### config.mk
export PLATFORM = sky130hd
export DESIGN_NAME = ffbp_cell
export DESIGN_NICKNAME = d
export VERILOG_FILES = /design/src/ffbp_pkg.sv /design/src/ffbp_cell.sv
export SDC_FILE = /design/constraint.sdc
export NUM_CORES = 1
export LEC_CHECK = 0
export BUFFER_PORTS_ARGS = -buffer_cell sky130_fd_sc_hd__buf_2
export CORE_ASPECT_RATIO = 0.6
export CORE_UTILIZATION = 55
export DETAILED_ROUTE_END_ITERATION = 7
export HOLD_SLACK_MARGIN = 0.02
export PLACE_DENSITY = 0.8
export SETUP_SLACK_MARGIN = 0.4
export SLEW_MARGIN = 20
export SYNTH_ARGS = -nofsm -noshare
export SYNTH_HDL_FRONTEND = slang
export SYNTH_SLANG_ARGS = --single-unit
### constraint.sdc
create_clock -name clk -period 4.1 [get_ports clk]
set_input_delay 0.205 -clock clk [delete_from_list [all_inputs] [get_ports clk]]
set_output_delay 0.205 -clock clk [all_outputs]
set_load 0.01 [all_outputs]
### src/ffbp_pkg.sv
// Shared types and constants for the first-fit bin packer.
// No dependencies; compiled before every other file of the block.
package ffbp_pkg;

    localparam int ITEM_SIZE_W   = 16;
    localparam int BIN_INDEX_W   = 6;
    localparam int BINS_USED_W   = 7;
    localparam int CAP_W         = 16;
    localparam int DEF_MAX_BINS  = 64;
    localparam int DEF_SIZE_BITS = 16;

    localparam logic [CAP_W-1:0] CAP_RESET = 16'hFFFF;

    localparam int APB_DATA_W = 32;
    localparam int APB_ADDR_W = 2;

    // register map
    localparam logic [APB_ADDR_W-1:0] ADDR_BIN_CAPACITY = 2'd0;

    // control bits that travel with an item along the cell row
    typedef struct packed {
        logic valid;   // a transaction occupies this stage
        logic placed;  // some bin has already taken it
        logic opened;  // it opened a new bin
        logic over;    // larger than the bin capacity
    } ffbp_flags_t;

endpackage

### src/ffbp_cell.sv
// One bin of the packer: open flag, residual capacity and one stage of the
// item row. Depends on ffbp_pkg.
module ffbp_cell import ffbp_pkg::*; #(
    parameter int SIZE_BITS = DEF_SIZE_BITS,
    parameter int IDX_W     = 6,
    parameter int CELL_IDX  = 0
) (
    input  logic                 clk,
    input  logic                 rst_n,
    input  logic                 clear,
    input  logic                 adv,
    input  logic [SIZE_BITS-1:0] cap,
    input  ffbp_flags_t          flags_in,
    input  logic [SIZE_BITS-1:0] size_in,
    input  logic [IDX_W-1:0]     idx_in,
    output ffbp_flags_t          flags_out,
    output logic [SIZE_BITS-1:0] size_out,
    output logic [IDX_W-1:0]     idx_out
);

    logic                 open_reg;
    logic [SIZE_BITS-1:0] resid_reg;
    ffbp_flags_t          flags_reg;
    logic [SIZE_BITS-1:0] size_reg;
    logic [IDX_W-1:0]     idx_reg;

    logic fit;
    logic take_new;

    // open bins are contiguous, so the first closed cell is the next free bin
    assign fit      = flags_in.valid && !flags_in.placed && !flags_in.over && open_reg
                      && (resid_reg >= size_in);
    assign take_new = flags_in.valid && !flags_in.placed && !open_reg;

    always_ff @(posedge clk or negedge rst_n)
    begin
        if (!rst_n)
        begin
            open_reg  <= 1'b0;
            flags_reg <= '0;
        end
        else
        begin
            if (clear)
            begin
                open_reg <= 1'b0;
            end
            else if (adv && take_new)
            begin
                open_reg <= 1'b1;
            end
            if (adv)
            begin
                flags_reg.valid  <= flags_in.valid;
                flags_reg.placed <= flags_in.placed | fit | take_new;
                flags_reg.opened <= flags_in.opened | take_new;
                flags_reg.over   <= flags_in.over;
            end
        end
    end

    always_ff @(posedge clk)
    begin
        if (adv)
        begin
            if (fit)
            begin
                resid_reg <= resid_reg - size_in;
            end
            else if (take_new)
            begin
                resid_reg <= flags_in.over ? '0 : cap - size_in;
            end
            size_reg <= size_in;
            idx_reg  <= (fit || take_new) ? IDX_W'(CELL_IDX) : idx_in;
        end
    end

    assign flags_out = flags_reg;
    assign size_out  = size_reg;
    assign idx_out   = idx_reg;

endmodule

==> tab_implementation.tex <==
\begin{tabular}{lr}
\hline
Metric & Value \\
\hline
\multicolumn{2}{l}{\textbf{Run status}} \\
Status & complete, no violations \\
\multicolumn{2}{l}{\textbf{Yosys}} \\
Area fraction of the dominant cell type after synthesis & 34.1\% \\
Number of synthesized flops with an enable pin & 38 \\
Leading register cell type out of synthesis & edfxtp\_1 \\
Cell count after synthesis & 346 \\
Synthesized area per cell & between 9 and 10 µm² \\
Area contributors post-synth & edfxtp\_1 34\%, ha\_1 12\%, a21oi\_1 4.6\%, dfrtp\_1 3.7\%, o21ai\_0 3.4\% \\
Synth Register Bits & 43 \\
Share of the yosys chip area belonging to registers & a little under two fifths \\
Mapped cell area & roughly 3400 µm² \\
Proportion of register bits with asynchronous set or reset after synthesis & a little under an eighth \\
Yosys warns & 0 \\
Net count after synthesis & around 430 \\
Number of unique standard cell types used by synthesis & 59 \\
Cell type with the largest total area after synthesis & edfxtp\_1 \\
\multicolumn{2}{l}{\textbf{Floorplan}} \\
Core ar. & between 5000 and 6000 µm² \\
Initial Util & between 50 and 60\% \\
Number of core rows & 21 \\
Die width & 103 µm \\
I/O pin total & slightly above 70 \\
Die Span Y & between 60 and 70 µm \\
Die Footprint & 6420 µm² \\
\multicolumn{2}{l}{\textbf{Timing}} \\
Transition time at the pin with the least slew margin & around 700 ps \\
Number of hold violations in the final report & 0 \\
Total Neg Setup Slack & 0 ps \\
Final worst clock skew & between 3 and 4 ps \\
Total count of max-transition violations in the final report & 0 \\
Setup repair after global routing missed its margin & no \\
Final Hold Slack & approximately 42 ps \\
Max\_slew headroom & between 50\% and 60\% \\
Final critical-path required period & about 2800 ps \\
Count of endpoints failing setup in the final report & 0 \\
Maximum operating frequency & between 300 and 400 MHz \\
Period utilisation layout & 67.5\% \\
\multicolumn{2}{l}{\textbf{Setup path}} \\
Stages on the worst setup path & 10 \\
Cell with the largest stage delay on the worst path & fa\_1 \\
Crit path DAT & roughly 2800 ps \\
Kind of launch point of the worst setup path & flip-flop \\
Required @ worst endpoint & $\sim$4000 ps \\
Number of buffer and inverter instances along the worst setup path & 2 \\
Critical path cell sequence & inv\_1 -> ha\_1 -> fa\_1 -> nor2b\_1 -> o22a\_1 -> o21ai\_1 -> o211ai\_2 -> nand2\_4 -> a21boi\_1 -> buf\_4 \\
R2R depth & 10 \\
Kind of critical path & flip-flop to flip-flop \\
Crit Path Max Fanout & 20 \\
Category of cells accounting for the largest share of critical-path delay & compound AO/OA/AOI/OAI gates \\
Delay contributed by the slowest stage of the critical path & $\sim$400 ps \\
Critical path endpoint category & flip-flop \\
\multicolumn{2}{l}{\textbf{Pwr}} \\
Leak Pwr & around 1.8 nW \\
Overall Power & $\sim$1.2 mW \\
PD cells & roughly 320 nW/µm² \\
Maximum vdd drop & approximately 210 µV \\
\multicolumn{2}{l}{\textbf{Hold path}} \\
Number of cells on the worst hold path & 2 \\
Type of the most critical hold path & input pin to flip-flop \\
\multicolumn{2}{l}{\textbf{Drt}} \\
DRC & 0 \\
Wirelength per Cell & roughly 18 µm \\
Final antenna-violating net count & 0 \\
First DRT Iteration DRCs & 258 \\
Sum of routed wire length over all layers & 8820 µm \\
Vias post-DR & 3,094 \\
Drt via density & slightly above 6 \\
DR pass1 iterations & 5 \\
\multicolumn{2}{l}{\textbf{Run}} \\
Reported max-cap violation count & 0 \\
\multicolumn{2}{l}{\textbf{Final layout}} \\
Multi-input gate area & 1960 µm² \\
FF/Latch Area & approximately 1300 µm² \\
Signed area change from the synthesized netlist to the final layout & 16.5\% \\
Final standard cell count with taps included and fillers excluded & 500 \\
Most common cell after layout, fill and taps aside & buf\_2 \\
Diode insertion count for antenna repair & 0 \\
Ratio of cells with drive above 1 in the final layout & between 20\% and 30\% \\
Most frequent cells in the layout & 71 x buf\_2, 38 x edfxtp\_1, 31 x a21oi\_1, 31 x ha\_1, 24 x nand2\_1 \\
Finished Core Util & 68.1\% \\
Net count reported at finish & 498 \\
Filler Cell Count & 480 \\
\multicolumn{2}{l}{\textbf{Global routing}} \\
Antenna violations before repair & 0 \\
Remaining global-route overflow & 0 \\
Pin count of the biggest net entering global routing & 31 \\
Global router's overall resource usage & 28.7\% \\
Vias in the first global route & between 2,000 and 3,000 \\
Wire length of the first global-routing pass & $\sim$14,000 µm \\
\multicolumn{2}{l}{\textbf{Clock network}} \\
TritonCTS clock tree & done \\
Root Buffer & clkbuf\_8 \\
CTS Sinks & 43 \\
CTS buffer count & 5 \\
Maximum clock insertion buffer count & 2 \\
Clock-pin slew of the registers on the worst-case setup and hold paths & 90 ps \\
Clock latency of the later-clocked register in the worst-skew pair & 300 ps \\
Level count of the clock H-tree & 2 \\
Number of gates resized after CTS & 0 \\
\multicolumn{2}{l}{\textbf{Placed design}} \\
Final weighted congestion in routability-driven placement & 0.931 \\
Number of I/O port buffers & slightly above 70 \\
Hpwl dp & 6680 µm \\
Number of placed instances with taps included & 491 \\
\hline
\end{tabular}
-- power breakdown --
group / leakage [nW] / total (mW) / internal, mW / switching (mW)
registers: 0.426 / 0.519 / 0.511 / 0.00770
clock network: 0.0581 / 0.346 / 0.182 / 0.164
logic: 1.30 / 0.373 / 0.156 / 0.217
total: 1.78 / 1.24 / 0.849 / 0.389
-- kinds of logic after synthesis --
logic type | Yosys count | share of synthesized area [%]
simple gates | 103 | 16.3
xor+xnor | 19 | 4.97
fa+ha+maj | 33 | 12.8
flops | 43 | 37.8
buf+inv | 31 | 3.81
mux | 13 | 4.74
compound gates | 104 | 19.6
-- layout make-up --
type / count / area share (%)
inverter: 23 / 2.21
sequential: 43 / 32.4
timing repair buffer: 74 / 9.75
multi-input combinational: 272 / 50.1
clock buffer: 5 / 1.76
clock inverter: 3 / 1.12
tap: 80 / 2.56
-- final timing paths --
check | end | startpoint | slack, ps
min in group asynchronous | flags_out[1] | rst_n | 250
setup reg to reg | resid_reg[15] | resid_reg[0] | 1330
setup / recovery | resid_reg[15] | resid_reg[0] | 1330
hold / removal | open_reg | clear | 40
hold reg to reg | open_reg | open_reg | 520
max in group asynchronous | flags_out[3] | rst_n | 3710
-- synthesized netlist by cell type, types with 4 or more instances --
library cell and count:
a21o_1 9, nand2b_1 8, dfrtp_1 5, nand3_1 6
nor3_1 6, a21oi_1 31, inv_1 23, nand2_1 24
o22ai_1 5, o21a_1 4, nor2_1 22, nor2b_1 5
nand3b_1 4, and3_1 8, xor2_1 10, a31oi_1 5
xnor2_1 9, mux2_4 5, clkbuf_1 4, o21ai_0 23
edfxtp_1 38, ha_1 31, mux2i_1 5
-- through the flow --
step | area, µm² | setup WS [ps]
floorplan | 3350 | 694
global placement | 3780 | 1520
detailed placement | 3780 | 1410
CTS | 3900 | 1380
global route | 3900 | 1110
finish | 3900 | 1330
-- metal layers --
| metal | up-vias | GRT usage (%) | wire length [µm] |
|---|---|---|---|
| met1 | 1444 | 44.5 | 4040 |
| met4 | 0 | 7.22 | 80 |
| met5 | - | 0 | 0 |
| met3 | 11 | 5.70 | 1020 |
| met2 | 203 | 40.4 | 3680 |
| li1 | 1436 | - | - |
-- timing repair --
item	in CTS	in global routing
hold endpoints to repair	5	0
buffers inserted	0	0
hold buffers	1	0
Power figures use the tool's default switching activity.
